File: src/sv/pdjm_pkg.sv
// Package for the periodic deadline and jitter monitor.
// Widths, constants, opcodes, sequencer states, divider status and result structs.
// No dependencies; every other file of the block uses it.
package pdjm_pkg;

    localparam int unsigned TIME_W   = 32;
    localparam int unsigned PERIOD_W = 20;
    localparam int unsigned RATE_W   = 30;
    localparam int unsigned OP_W     = 2;

    localparam logic [TIME_W-1:0]   ALL_ONES     = 32'hFFFF_FFFF;
    localparam logic [TIME_W-1:0]   RATE_NUM     = 32'd1_000_000_000;
    localparam logic [PERIOD_W-1:0] PERIOD_RESET = 20'd1000;

    // Request kinds
    typedef enum logic [OP_W-1:0] {
        OP_START = 2'd0,
        OP_ALARM = 2'd1,
        OP_TICK  = 2'd2,
        OP_NOP   = 2'd3
    } opcode_t;

    // Sequencer states
    typedef enum logic [1:0] {
        ST_IDLE,
        ST_DIV,
        ST_WRITE
    } state_t;

    // Status of the shared divider
    typedef struct packed {
        logic busy;
        logic done;
    } div_stat_t;

    // One result
    typedef struct packed {
        logic [TIME_W-1:0]        next_deadline_us;
        logic [TIME_W-1:0]        tick_total;
        logic [TIME_W-1:0]        missed_total;
        logic [TIME_W-1:0]        min_period_us;
        logic [TIME_W-1:0]        max_period_us;
        logic [TIME_W-1:0]        max_exec_us;
        logic signed [TIME_W-1:0] jitter_us;
        logic [RATE_W-1:0]        rate_millihertz;
    } rsp_t;

endpackage

File: src/sv/pdjm_if.sv
// Valid/ready channel interfaces of the monitor: event requests in, statistics out.
// Depends on pdjm_pkg for field widths.
interface pdjm_req_if;
    logic                           valid;
    logic                           ready;
    logic [pdjm_pkg::OP_W-1:0]      opcode;
    logic [pdjm_pkg::TIME_W-1:0]    timestamp_us;
    logic [pdjm_pkg::TIME_W-1:0]    exec_us;
    logic                           clear_stats;

    modport source (output valid, opcode, timestamp_us, exec_us, clear_stats, input ready);
    modport sink   (input valid, opcode, timestamp_us, exec_us, clear_stats, output ready);
endinterface

interface pdjm_rsp_if;
    logic                              valid;
    logic                              ready;
    logic [pdjm_pkg::TIME_W-1:0]       next_deadline_us;
    logic [pdjm_pkg::TIME_W-1:0]       tick_total;
    logic [pdjm_pkg::TIME_W-1:0]       missed_total;
    logic [pdjm_pkg::TIME_W-1:0]       min_period_us;
    logic [pdjm_pkg::TIME_W-1:0]       max_period_us;
    logic [pdjm_pkg::TIME_W-1:0]       max_exec_us;
    logic signed [pdjm_pkg::TIME_W-1:0] jitter_us;
    logic [pdjm_pkg::RATE_W-1:0]       rate_millihertz;

    modport source (output valid, next_deadline_us, tick_total, missed_total, min_period_us,
                    max_period_us, max_exec_us, jitter_us, rate_millihertz, input ready);
    modport sink   (input valid, next_deadline_us, tick_total, missed_total, min_period_us,
                    max_period_us, max_exec_us, jitter_us, rate_millihertz, output ready);
endinterface

File: src/sv/pdjm_div.sv
// Shared restoring divider, one quotient bit per cycle, then raises done.
// Depends on pdjm_pkg for the status struct and widths.
module pdjm_div (
    input  logic                          clk,
    input  logic                          rst_n,
    input  logic                          start,
    input  logic [pdjm_pkg::TIME_W-1:0]   dividend,
    input  logic [pdjm_pkg::TIME_W-1:0]   divisor,
    output pdjm_pkg::div_stat_t           stat,
    output logic [pdjm_pkg::TIME_W-1:0]   quotient,
    output logic [pdjm_pkg::TIME_W-1:0]   remainder
);
    import pdjm_pkg::*;

    localparam int unsigned CNT_W = $clog2(TIME_W);

    logic              busy_reg, busy_next;
    logic              done_reg, done_next;
    logic [CNT_W-1:0]  cnt_reg, cnt_next;
    logic [TIME_W-1:0] rem_reg, rem_next;
    logic [TIME_W-1:0] quo_reg, quo_next;
    logic [TIME_W-1:0] dvs_reg, dvs_next;
    logic [TIME_W:0]   shifted;
    logic [TIME_W:0]   trial;

    // One shift-and-subtract step
    always_comb
    begin
        shifted   = {rem_reg, quo_reg[TIME_W-1]};
        trial     = shifted - {1'b0, dvs_reg};
        busy_next = busy_reg;
        done_next = 1'b0;
        cnt_next  = cnt_reg;
        rem_next  = rem_reg;
        quo_next  = quo_reg;
        dvs_next  = dvs_reg;
        if (start)
        begin
            busy_next = 1'b1;
            cnt_next  = CNT_W'(TIME_W - 1);
            rem_next  = '0;
            quo_next  = dividend;
            dvs_next  = divisor;
        end
        else if (busy_reg)
        begin
            if (!trial[TIME_W])
            begin
                rem_next = trial[TIME_W-1:0];
                quo_next = {quo_reg[TIME_W-2:0], 1'b1};
            end
            else
            begin
                rem_next = shifted[TIME_W-1:0];
                quo_next = {quo_reg[TIME_W-2:0], 1'b0};
            end
            cnt_next = cnt_reg - 1'b1;
            if (cnt_reg == '0)
            begin
                busy_next = 1'b0;
                done_next = 1'b1;
            end
        end
    end

    // Control flops
    always_ff @(posedge clk or negedge rst_n)
    begin
        if (!rst_n)
        begin
            busy_reg <= 1'b0;
            done_reg <= 1'b0;
            cnt_reg  <= '0;
        end
        else
        begin
            busy_reg <= busy_next;
            done_reg <= done_next;
            cnt_reg  <= cnt_next;
        end
    end

    // Datapath flops
    always_ff @(posedge clk)
    begin
        rem_reg <= rem_next;
        quo_reg <= quo_next;
        dvs_reg <= dvs_next;
    end

    assign stat.busy = busy_reg;
    assign stat.done = done_reg;
    assign quotient  = quo_reg;
    assign remainder = rem_reg;

endmodule

File: src/sv/periodic_deadline_jitter_monitor.sv
// Channel   | Dir | Payload                                                  | Handshake
// sample    | in  | opcode, timestamp_us, exec_us, clear_stats               | valid/ready
// report    | out | deadline, tick/missed totals, min/max, exec, jitter, rate | valid/ready
// cfg       | in  | cfg_wdata = period_us (20 bits)                          | cfg_we, no stall
//
// Start, no-op, a future alarm and a tick without a statistic update go from accept
// straight to the write state. A late alarm and a statistic tick use the shared 32-step
// divider (lag / period or 1e9 / measured period) in the divide state before the write.
// sample.ready is high only in the idle state; a finished result waits in the output
// register while the next request is taken. Reset is asynchronous, active low.
//
// Top level of the periodic deadline and jitter monitor.
// Depends on pdjm_pkg, pdjm_if (pdjm_req_if, pdjm_rsp_if) and pdjm_div.
module periodic_deadline_jitter_monitor (
    input  logic                            clk,
    input  logic                            rst_n,
    pdjm_req_if.sink                        sample,
    pdjm_rsp_if.source                      report,
    input  logic                            cfg_we,
    input  logic [pdjm_pkg::PERIOD_W-1:0]   cfg_wdata
);
    import pdjm_pkg::*;

    state_t              state_reg, state_next;
    logic [PERIOD_W-1:0] period_reg;
    logic [TIME_W-1:0]   deadline_reg, deadline_next;
    logic [TIME_W-1:0]   missed_reg, missed_next;
    logic [TIME_W-1:0]   last_stamp_reg, last_stamp_next;
    logic                seen_reg, seen_next;
    logic [TIME_W-1:0]   tick_reg, tick_next;
    logic [TIME_W-1:0]   min_period_reg, min_period_next;
    logic [TIME_W-1:0]   max_period_reg, max_period_next;
    logic [TIME_W-1:0]   max_exec_reg, max_exec_next;
    logic [TIME_W-1:0]   jitter_reg, jitter_next;
    logic [RATE_W-1:0]   last_rate_reg, last_rate_next;
    logic                alarm_div_reg, alarm_div_next;
    logic [TIME_W-1:0]   now_reg, now_next;
    logic                out_valid_reg, out_valid_next;
    rsp_t                rsp_reg, rsp_next;

    logic [TIME_W-1:0]   eff_period;
    logic [TIME_W-1:0]   first;
    logic [TIME_W-1:0]   diff;
    logic [TIME_W-1:0]   per;
    logic [TIME_W-1:0]   base_min;
    logic [TIME_W-1:0]   base_max;
    logic [TIME_W-1:0]   base_exec;
    logic [TIME_W-1:0]   base_tick;
    logic [TIME_W-1:0]   base_missed;
    logic                base_seen;
    logic                accept;
    logic                div_start;
    logic [TIME_W-1:0]   div_dividend;
    logic [TIME_W-1:0]   div_divisor;
    div_stat_t           div_stat;
    logic [TIME_W-1:0]   div_quo;
    logic [TIME_W-1:0]   div_rem;

    // Shared divider
    pdjm_div u_div (
        .clk       (clk),
        .rst_n     (rst_n),
        .start     (div_start),
        .dividend  (div_dividend),
        .divisor   (div_divisor),
        .stat      (div_stat),
        .quotient  (div_quo),
        .remainder (div_rem)
    );

    // Period register write
    always_ff @(posedge clk or negedge rst_n)
    begin
        if (!rst_n)
        begin
            period_reg <= PERIOD_RESET;
        end
        else if (cfg_we)
        begin
            period_reg <= cfg_wdata;
        end
    end

    // Values shared by the request arms
    always_comb
    begin
        eff_period  = (period_reg == '0) ? TIME_W'(1) : TIME_W'(period_reg);
        first       = deadline_reg + eff_period;
        diff        = first - sample.timestamp_us;
        per         = sample.timestamp_us - last_stamp_reg;
        base_min    = sample.clear_stats ? ALL_ONES : min_period_reg;
        base_max    = sample.clear_stats ? '0 : max_period_reg;
        base_exec   = sample.clear_stats ? '0 : max_exec_reg;
        base_tick   = sample.clear_stats ? '0 : tick_reg;
        base_missed = sample.clear_stats ? '0 : missed_reg;
        base_seen   = sample.clear_stats ? 1'b0 : seen_reg;
    end

    assign accept       = sample.valid && sample.ready;
    assign sample.ready = (state_reg == ST_IDLE);

    // Sequencer: next state and state updates
    always_comb
    begin
        state_next      = state_reg;
        deadline_next   = deadline_reg;
        missed_next     = missed_reg;
        last_stamp_next = last_stamp_reg;
        seen_next       = seen_reg;
        tick_next       = tick_reg;
        min_period_next = min_period_reg;
        max_period_next = max_period_reg;
        max_exec_next   = max_exec_reg;
        jitter_next     = jitter_reg;
        last_rate_next  = last_rate_reg;
        alarm_div_next  = alarm_div_reg;
        now_next        = now_reg;
        out_valid_next  = out_valid_reg && !report.ready;
        rsp_next        = rsp_reg;
        div_start       = 1'b0;
        div_dividend    = sample.timestamp_us - first;
        div_divisor     = eff_period;

        unique case (state_reg)
            ST_IDLE:
            begin
                if (accept)
                begin
                    state_next = ST_WRITE;
                    unique case (opcode_t'(sample.opcode))
                        OP_START:
                        begin
                            deadline_next   = sample.timestamp_us + eff_period;
                            last_stamp_next = sample.timestamp_us;
                            seen_next       = 1'b0;
                        end
                        OP_ALARM:
                        begin
                            if (diff != '0 && !diff[TIME_W-1])
                            begin
                                deadline_next = first;
                            end
                            else
                            begin
                                // late: divide the lag by the period
                                div_start      = 1'b1;
                                alarm_div_next = 1'b1;
                                now_next       = sample.timestamp_us;
                                state_next     = ST_DIV;
                            end
                        end
                        OP_TICK:
                        begin
                            min_period_next = base_min;
                            max_period_next = base_max;
                            max_exec_next   = base_exec;
                            missed_next     = base_missed;
                            tick_next       = base_tick + 1'b1;
                            last_stamp_next = sample.timestamp_us;
                            seen_next       = 1'b1;
                            if (base_seen && per != '0)
                            begin
                                jitter_next = per - TIME_W'(period_reg);
                                if (per < base_min)
                                begin
                                    min_period_next = per;
                                end
                                if (per > base_max)
                                begin
                                    max_period_next = per;
                                end
                                if (sample.exec_us > base_exec)
                                begin
                                    max_exec_next = sample.exec_us;
                                end
                                div_start      = 1'b1;
                                div_dividend   = RATE_NUM;
                                div_divisor    = per;
                                alarm_div_next = 1'b0;
                                state_next     = ST_DIV;
                            end
                        end
                        OP_NOP:
                        begin
                        end
                        default:
                        begin
                        end
                    endcase
                end
            end
            ST_DIV:
            begin
                if (div_stat.done)
                begin
                    if (alarm_div_reg)
                    begin
                        // deadline = first + (q + 1) * p = now - r + p
                        deadline_next = now_reg - div_rem + eff_period;
                        missed_next   = missed_reg + div_quo + 1'b1;
                    end
                    else
                    begin
                        last_rate_next = div_quo[RATE_W-1:0];
                    end
                    state_next = ST_WRITE;
                end
            end
            ST_WRITE:
            begin
                if (!out_valid_reg || report.ready)
                begin
                    rsp_next.next_deadline_us = deadline_reg;
                    rsp_next.tick_total       = tick_reg;
                    rsp_next.missed_total     = missed_reg;
                    rsp_next.min_period_us    = min_period_reg;
                    rsp_next.max_period_us    = max_period_reg;
                    rsp_next.max_exec_us      = max_exec_reg;
                    rsp_next.jitter_us        = jitter_reg;
                    rsp_next.rate_millihertz  = last_rate_reg;
                    out_valid_next            = 1'b1;
                    state_next                = ST_IDLE;
                end
            end
            default:
            begin
                state_next = ST_IDLE;
            end
        endcase
    end

    // Control and statistics state
    always_ff @(posedge clk or negedge rst_n)
    begin
        if (!rst_n)
        begin
            state_reg      <= ST_IDLE;
            deadline_reg   <= '0;
            missed_reg     <= '0;
            last_stamp_reg <= '0;
            seen_reg       <= 1'b0;
            tick_reg       <= '0;
            min_period_reg <= ALL_ONES;
            max_period_reg <= '0;
            max_exec_reg   <= '0;
            jitter_reg     <= '0;
            last_rate_reg  <= '0;
            alarm_div_reg  <= 1'b0;
            out_valid_reg  <= 1'b0;
        end
        else
        begin
            state_reg      <= state_next;
            deadline_reg   <= deadline_next;
            missed_reg     <= missed_next;
            last_stamp_reg <= last_stamp_next;
            seen_reg       <= seen_next;
            tick_reg       <= tick_next;
            min_period_reg <= min_period_next;
            max_period_reg <= max_period_next;
            max_exec_reg   <= max_exec_next;
            jitter_reg     <= jitter_next;
            last_rate_reg  <= last_rate_next;
            alarm_div_reg  <= alarm_div_next;
            out_valid_reg  <= out_valid_next;
        end
    end

    // Payload registers
    always_ff @(posedge clk)
    begin
        now_reg <= now_next;
        rsp_reg <= rsp_next;
    end

    // Result channel
    assign report.valid            = out_valid_reg;
    assign report.next_deadline_us = rsp_reg.next_deadline_us;
    assign report.tick_total       = rsp_reg.tick_total;
    assign report.missed_total     = rsp_reg.missed_total;
    assign report.min_period_us    = rsp_reg.min_period_us;
    assign report.max_period_us    = rsp_reg.max_period_us;
    assign report.max_exec_us      = rsp_reg.max_exec_us;
    assign report.jitter_us        = rsp_reg.jitter_us;
    assign report.rate_millihertz  = rsp_reg.rate_millihertz;

`ifndef ASSERT_OFF
    // No new request while the divider is working
    a_busy_blocks_req: assert property (@(posedge clk) disable iff (!rst_n)
        div_stat.busy |-> !sample.ready)
        else $error("request accepted while divider busy");

    // Divider completes only while the sequencer waits for it
    a_done_in_div: assert property (@(posedge clk) disable iff (!rst_n)
        div_stat.done |-> (state_reg == ST_DIV))
        else $error("divider done outside divide state");

    // Once a valid period is recorded, min never exceeds max
    a_min_le_max: assert property (@(posedge clk) disable iff (!rst_n)
        (min_period_reg != ALL_ONES) |-> (min_period_reg <= max_period_reg))
        else $error("min period above max period");

    // Rate never exceeds the numerator
    a_rate_range: assert property (@(posedge clk) disable iff (!rst_n)
        (TIME_W'(last_rate_reg) <= RATE_NUM))
        else $error("rate out of range");
`endif

endmodule

File: src/flat_wrapper.sv
// flat-port wrapper written by rule: the top's interface ports become plain ports
module periodic_deadline_jitter_monitor_flat import pdjm_pkg::*;
  (clk, rst_n, cfg_we, cfg_wdata, sample_valid, sample_opcode, sample_timestamp_us, sample_exec_us, sample_clear_stats, sample_ready, report_valid, report_next_deadline_us, report_tick_total, report_missed_total, report_min_period_us, report_max_period_us, report_max_exec_us, report_jitter_us, report_rate_millihertz, report_ready);
  pdjm_req_if sample_i ();
  pdjm_rsp_if report_i ();
  input  logic clk;
  input  logic rst_n;
  input  logic cfg_we;
  input  logic [pdjm_pkg::PERIOD_W-1:0] cfg_wdata;
  input wire logic [$bits(sample_i.valid)-1:0] sample_valid;
  input wire logic [$bits(sample_i.opcode)-1:0] sample_opcode;
  input wire logic [$bits(sample_i.timestamp_us)-1:0] sample_timestamp_us;
  input wire logic [$bits(sample_i.exec_us)-1:0] sample_exec_us;
  input wire logic [$bits(sample_i.clear_stats)-1:0] sample_clear_stats;
  output wire logic [$bits(sample_i.ready)-1:0] sample_ready;
  output wire logic [$bits(report_i.valid)-1:0] report_valid;
  output wire logic [$bits(report_i.next_deadline_us)-1:0] report_next_deadline_us;
  output wire logic [$bits(report_i.tick_total)-1:0] report_tick_total;
  output wire logic [$bits(report_i.missed_total)-1:0] report_missed_total;
  output wire logic [$bits(report_i.min_period_us)-1:0] report_min_period_us;
  output wire logic [$bits(report_i.max_period_us)-1:0] report_max_period_us;
  output wire logic [$bits(report_i.max_exec_us)-1:0] report_max_exec_us;
  output wire logic [$bits(report_i.jitter_us)-1:0] report_jitter_us;
  output wire logic [$bits(report_i.rate_millihertz)-1:0] report_rate_millihertz;
  input wire logic [$bits(report_i.ready)-1:0] report_ready;
  assign sample_i.valid = sample_valid;
  assign sample_i.opcode = sample_opcode;
  assign sample_i.timestamp_us = sample_timestamp_us;
  assign sample_i.exec_us = sample_exec_us;
  assign sample_i.clear_stats = sample_clear_stats;
  assign sample_ready = sample_i.ready;
  assign report_valid = report_i.valid;
  assign report_next_deadline_us = report_i.next_deadline_us;
  assign report_tick_total = report_i.tick_total;
  assign report_missed_total = report_i.missed_total;
  assign report_min_period_us = report_i.min_period_us;
  assign report_max_period_us = report_i.max_period_us;
  assign report_max_exec_us = report_i.max_exec_us;
  assign report_jitter_us = report_i.jitter_us;
  assign report_rate_millihertz = report_i.rate_millihertz;
  assign report_i.ready = report_ready;
  periodic_deadline_jitter_monitor u_core (.clk(clk), .rst_n(rst_n), .sample(sample_i), .report(report_i), .cfg_we(cfg_we), .cfg_wdata(cfg_wdata));
endmodule
File: config.mk
export PLATFORM = sky130hd
export DESIGN_NAME = periodic_deadline_jitter_monitor_flat
export DESIGN_NICKNAME = d
export VERILOG_FILES = /design/src/sv/pdjm_pkg.sv /design/src/sv/pdjm_if.sv /design/src/sv/pdjm_div.sv /design/src/sv/periodic_deadline_jitter_monitor.sv /design/src/flat_wrapper.sv
export SDC_FILE = /design/constraint.sdc
export NUM_CORES = 2
export LEC_CHECK = 0
export BUFFER_PORTS_ARGS = -buffer_cell sky130_fd_sc_hd__buf_2
export CAP_MARGIN = 20
export CORE_ASPECT_RATIO = 1.25
export CORE_MARGIN = 8
export CORE_UTILIZATION = 45
export DETAILED_ROUTE_END_ITERATION = 8
export GPL_ROUTABILITY_DRIVEN = 0
export HOLD_SLACK_MARGIN = 0.15
export REMOVE_ABC_BUFFERS = 1
export SLEW_MARGIN = 40
export SYNTH_ARGS = -nofsm -noshare
export SYNTH_HDL_FRONTEND = slang
export SYNTH_SLANG_ARGS = --single-unit
File: constraint.sdc
create_clock -name clk -period 32.3 [get_ports clk]
set_clock_uncertainty 0.1 [all_clocks]
set_input_delay 1.615 -clock clk [delete_from_list [all_inputs] [get_ports clk]]
set_output_delay 1.615 -clock clk [all_outputs]
set_load 0.005 [all_outputs]
======== Word-level counts from Yosys, hierarchy flattened ========
Cells that the tools add are included.
operators by class
  add/subtract/negate cells ............... 13
  equal/unequal tests ..................... 14
  reduce and logical (&&, ||, !) cells .... 30
  bitwise operators ....................... 2
  multiplexer cells ....................... 62
  magnitude comparators ................... 3
operator list
  operator               count
  $mux 32                30
  $pmux 32 s2            3
  $add 32x32->32         4
  $sub 32x32->32         4
  $add 32x1->32 const B  2
  $gt 32x32->1           2
  $reduce_bool 32->1     2
  $sub 33x32->33         1
  $lt 32x32->1           1
  $sub 32x20->32         1
  $logic_not 20->1       1
  $mux 20                1
  $mux 1                 16
  $reduce_and 3->1       5
  $reduce_and 6->1       2
  $mux 2                 5
  $mux 5                 2
  $ne 2x2->1 const B     5
  $reduce_and 4->1       2
  $reduce_bool 2->1      4
  $ne 2x1->1 const B     3
  $ne 3x3->1 const B     2
  $pmux 1 s2             3
  $pmux 2 s3             1
  13 further kinds       22
word-level totals
  output and inout port bits .............. 256
  bits in registers ....................... 700

======== Logic depth before layout (Yosys ltp) ========
  depth after elaboration ................. 11
  gate-level depth with buffers ........... 30
  mapped depth without buffers ............ 27

======== Modules after synthesis ========
Synthesis repeated with hierarchy kept, for this count alone.
second synthesis, totals
  cell total of the unflattened synthesis .. 4432
  area total of the unflattened synthesis .. 44046.0 um^2
by module, submodules not included
  module                            cells each  area each (um^2)  instances
  periodic_deadline_jitter_monitor  3843        37968.9           1
  pdjm_div                          589         6077.1            1

======== Worst setup path before layout ========
OpenSTA, ideal clock, no wires.
  path kind ............................... in2reg
  start point ............................. in report_ready
  end point ............................... reg u_core.rsp_reg (netlist bit u_core.report.jitter_us[0]), enable pin
  cell stages on the path ................. 2
  arrival ................................. 12157 ps
  path slack .............................. 19170 ps
  setup time .............................. 873 ps
  required time ........................... 31327 ps
  cell sequence ........................... nor2b_1 -> nor2_1
between the ends
  word-level cells in the longest chain between the ends .. 2
ends and longest elaborated chain
  element                     line                                     RTL
  start: declaration          flat_wrapper.sv:25                       input wire logic [$bits(report_i.ready)-1:0] report_ready;
  $logic_or 1x1->1            periodic_deadline_jitter_monitor.sv:211  if (!out_valid_reg || report.ready)
  $reduce_and 2->1 (no line)  -
  end signal: assignment      periodic_deadline_jitter_monitor.sv:273  rsp_reg <= rsp_next;
  end: declaration            periodic_deadline_jitter_monitor.sv:39   rsp_t rsp_reg, rsp_next;
No other way between the ends.
A chain may end at the register's enable or synchronous reset.

======== Worst setup path in the final report ========
  start point ............................. reg u_core.period_reg[16]
  end point ............................... reg u_core.u_div.quo_reg[10], in the netlist u_core.u_div.quotient[10], data pin
between the ends
  word-level cells in the longest chain between the ends .. 11
  elaborated cells on any way between the ends .. 17
ends and longest elaborated chain
  element                                                line                                     RTL
  start: declaration                                     periodic_deadline_jitter_monitor.sv:25   logic [PERIOD_W-1:0] period_reg;
  start signal: assignment                               periodic_deadline_jitter_monitor.sv:80   period_reg <= cfg_wdata;
  $logic_not 20->1                                       periodic_deadline_jitter_monitor.sv:87   eff_period = (period_reg == '0) ? TIME_W'(1) : TIME_W'(period_reg);
  $mux 20 *                                              periodic_deadline_jitter_monitor.sv:87
  $add 32x32->32 *                                       periodic_deadline_jitter_monitor.sv:88   first = deadline_reg + eff_period;
  $sub 32x32->32                                         periodic_deadline_jitter_monitor.sv:89   diff = first - sample.timestamp_us;
  $reduce_bool 32->1 or $logic_not 1->1 (tied branches)  periodic_deadline_jitter_monitor.sv:139  if (diff != '0 && !diff[TIME_W-1])
  $logic_and 1x1->1                                      periodic_deadline_jitter_monitor.sv:139
  $mux 1                                                 periodic_deadline_jitter_monitor.sv:139
  $pmux 1 s2                                             periodic_deadline_jitter_monitor.sv:130  unique case (opcode_t'(sample.opcode))
  $mux 1                                                 periodic_deadline_jitter_monitor.sv:127  if (accept)
  $mux 1                                                 periodic_deadline_jitter_monitor.sv:124  unique case (state_reg)
  $mux 32 *                                              pdjm_div.sv:37                           if (start)
  named net u_core.u_div.quo_next[10]                    pdjm_div.sv:21                           logic [TIME_W-1:0] quo_reg, quo_next;
  end signal: assignment                                 pdjm_div.sv:87                           quo_reg <= quo_next;
  end: declaration                                       pdjm_div.sv:21
Mark *: on every way through the listed nets, which the timed path passes. The rest lies on a longest branch.

==> results by group <==
Run status
  • Outcome: finished, final reports clean

Timing
  • Max Fclk: 110 MHz
  • Final period util: 28.2%
  • Setup Viol. Count Final: 0
  • Tmin final: 9.10 ns
  • RSZ-0062 raised after global routing: false
  • Setup TNS: 0 ns
  • Final Hold Fails: 0
  • Final Max Slew Viols: 0
  • Worst-margin pin slew: 0.874 ns
  • Headroom to the max-slew limit: 41.2%

GRT
  • GR peak layer: met2
  • GRT met1 Usage: 27.3%
  • First-pass GRT wire length: 193000 um
  • Gr usage total: 23.1%
  • Grt total ovfl: 0
  • Largest net degree at the start of global routing: 127
  • Initial antenna violation count: 3
  • Met2 Use GR: 41.0%
  • Met3 usage: 4.29%
  • Vias in the first global route: 33.2k

Synth
  • Top cell types by occurrence after synthesis: 360 x ha_1, 350 x edfxtp_1, 317 x nand2_1
  • Post-synth EDFFs: 350
  • Share of the synthesized area in the top cell type: 24.5%
  • Synth top area cells: edfxtp_1 24%, dfrtp_1 16%, ha_1 10%, xnor2_1 3.2%, o21ai_0 3.2%
  • Post-Syn Instances: 4201
  • Synth Area per Inst: 10.2 um2
  • Synth async-reset ratio: 45.4%
  • Yosys reg bits: 700
  • Commonest register cell after synthesis: edfxtp_1
  • Sequential area share after synthesis: 44.7%
  • Syn Std Cell Area: 0.0429 mm2
  • Post-synth cell types: 94
  • Top-count cell post-synth: ha_1
  • Dominant cell type by area after synthesis: edfxtp_1
  • Yosys warning count: 0

Detailed routing
  • Detailed router's first-iteration violation count: 1834
  • Drt pass-1 iters: 7
  • DR DRC count: 0
  • Post-Route WL: 126000 um
  • Vias per cell: 5.72
  • Post-DRT Antenna Nets: 0
  • DR vias: 33.1k
  • Routed WL per cell: 21.7 um

Setup path
  • R2R setup slack: 23.20 ns
  • Crit-path most repeated cell: nor4_1
  • CP delay by family, top: simple AND/OR/NAND/NOR gates
  • Worst R2R End: u_core.u_div.quotient[10]
  • CP endpoint kind: register
  • Buf/Inv on CP: 1
  • Worst-path fanout max: 16
  • WS Path Type: reg2reg
  • Crit path largest cell delay: 0.80 ns
  • Crit path arrival time: 9.38 ns
  • Worst R2R Path Depth: 26
  • RR Startpoint: u_core.period_reg[16]
  • Highest-delay cell along the critical path: o31ai_1
  • Worst EP required: 32.59 ns
  • Worst Setup Start Kind: register

CTS
  • CTS Hold Bufs: 0
  • CTS H-tree lvls: 3
  • Clock transition at the registers of the reported paths: 0.07 ns
  • CTS buffer count: 78
  • Skew-Pair Late Insertion Delay: 0.64 ns
  • CTS tree: done
  • Post-CTS setup buffers: 0
  • Root Driver: clkbuf_16
  • Max Buffers Root-to-Sink: 3
  • Post_cts resized: 0
  • CTS sink count: 700

Worst hold path
  • Min-delay src: u_core.last_rate_reg[24]
  • HP Class: reg2reg
  • Hold Path Sink: u_core.report.rate_millihertz[24]
  • Hold depth: 0

Placed design
  • # port buffers: 347
  • Dpl hpwl: 95900 um

Floorplanning
  • Initial core utilization: 45.4%
  • Die ar.: 0.106 mm2
  • Chip height: 361 um
  • IO Pins: 348
  • Core Box Area: 0.0944 mm2
  • Cell row count: 126
  • Die Wd: 292 um

Layout
  • Nets: 4984
  • Layout cells sized above 1: 15.5%
  • Fin util: 51.7%
  • Synth-to-Final Area Change: 13.7%

Power
  • Pwr Density: 119 mW/mm2
  • Worst IR Drop VDD: 0.0582 mV
  • Leak: 21.4 nW

Flow run
  • Max-cap violations: 0
[cell type report]
class                           instances  area (um2)
Antenna cell                            2        5.00
Clock inverter                         50         671
Clock buffer                           96        2110
Timing Repair Buffer                  398        2170
Sequential cell                       700       19200
Fill cell                            8593       45600
Multi-Input combinational cell       3009       22000
Inverter                              317        1190
Tap cell                             1216        1520
[cells by family (layout without fill, tap and decap cells)]
kind of cell | after synthesis | count (layout) | synth area share [%]
buffers and inverters | 492 | 861 | 4.45
xor gates and xnor gates | 256 | 256 | 5.26
other | 0 | 2 | 0
AOI/OAI and AO/OA | 1170 | 1170 | 18.4
DFF | 700 | 700 | 44.7
and+or+nand+nor | 1072 | 1072 | 12.3
adders and majority gates | 388 | 388 | 11.8
muxes | 123 | 123 | 3.10
[worst reg2reg max path, delay by kind of cell (launching register included)]
family          cells  cell delay (ns)
flops               1             0.46
compound gates     10             3.41
xor+xnor            1             0.25
fa+ha+maj           3             1.09
buf+inv             1             0.07
simple gates       11             3.48
[where the power goes]
group	switching (mW)	internal, mW
clock	0.393	0.576
sequential	0.217	1.32
combinational	1.99	1.33
[per-stage QoR]
step                      cells  instance area (um2)  hold slack, ns  total power [mW]  setup WS, ns
after floorplan            4026                42200           0.319              3.87         19.17
after global placement     5639                45900           0.328              4.82         23.51
after detailed placement   5640                46000           0.332              4.85         23.37
after CTS                  5786                48800           0.340              5.85         23.36
after global routing       5786                48800           0.357              6.28         22.86
final                      5788                48800           0.344              5.83         23.20
[metal layers]
layer / part of all wire (%) / vias up / wire (um)
li1: - / 15900 / -
met1: 40 / 16000 / 50600
met2: 49 / 949 / 62000
met3: 5.9 / 252 / 7410
met4: 4.4 / 2 / 5470
met5: 0.0072 / - / 9
[worst max path at each step]
stage | from | end | slack, ns | cells past startpoint
6_report | u_core.period_reg[16] | u_core.u_div.quotient[10] | 23.20 | 26
4_1_cts | u_core.period_reg[16] | u_core.u_div.dvs_reg[3] | 23.36 | 27
5_1_grt | u_core.period_reg[16] | u_core.u_div.quotient[10] | 22.86 | 26
3_5_place_dp | u_core.period_reg[16] | u_core.u_div.dvs_reg[1] | 23.37 | 27
2_1_floorplan | report_ready | u_core.report.jitter_us[0] | 19.17 | 2
3_3_place_gp | u_core.period_reg[16] | u_core.u_div.dvs_reg[0] | 23.51 | 27
[placed cells by master (no fill, tap or decap), types with 44 or more instances in the layout]
cell type | netlist | layout
nand2b_1 | 107 | 107
o21a_1 | 50 | 50
nand4_1 | 44 | 44
nand2_1 | 317 | 315
and3_1 | 47 | 47
a21o_1 | 124 | 124
ha_1 | 360 | 359
buf_4 | 5 | 45
nor2b_1 | 61 | 60
o21ai_0 | 274 | 272
nand3_1 | 79 | 79
xor2_1 | 96 | 95
xnor2_1 | 159 | 155
a22o_1 | 71 | 71
clkbuf_16 | 0 | 79
a21oi_1 | 250 | 248
mux2_2 | 79 | 79
edfxtp_1 | 350 | 350
inv_1 | 316 | 316
nor3_1 | 57 | 56
mux2i_1 | 44 | 44
nor2_1 | 240 | 234
buf_2 | 28 | 345
dfrtp_1 | 280 | 280
No activity file was read; power rests on OpenSTA's default activity.
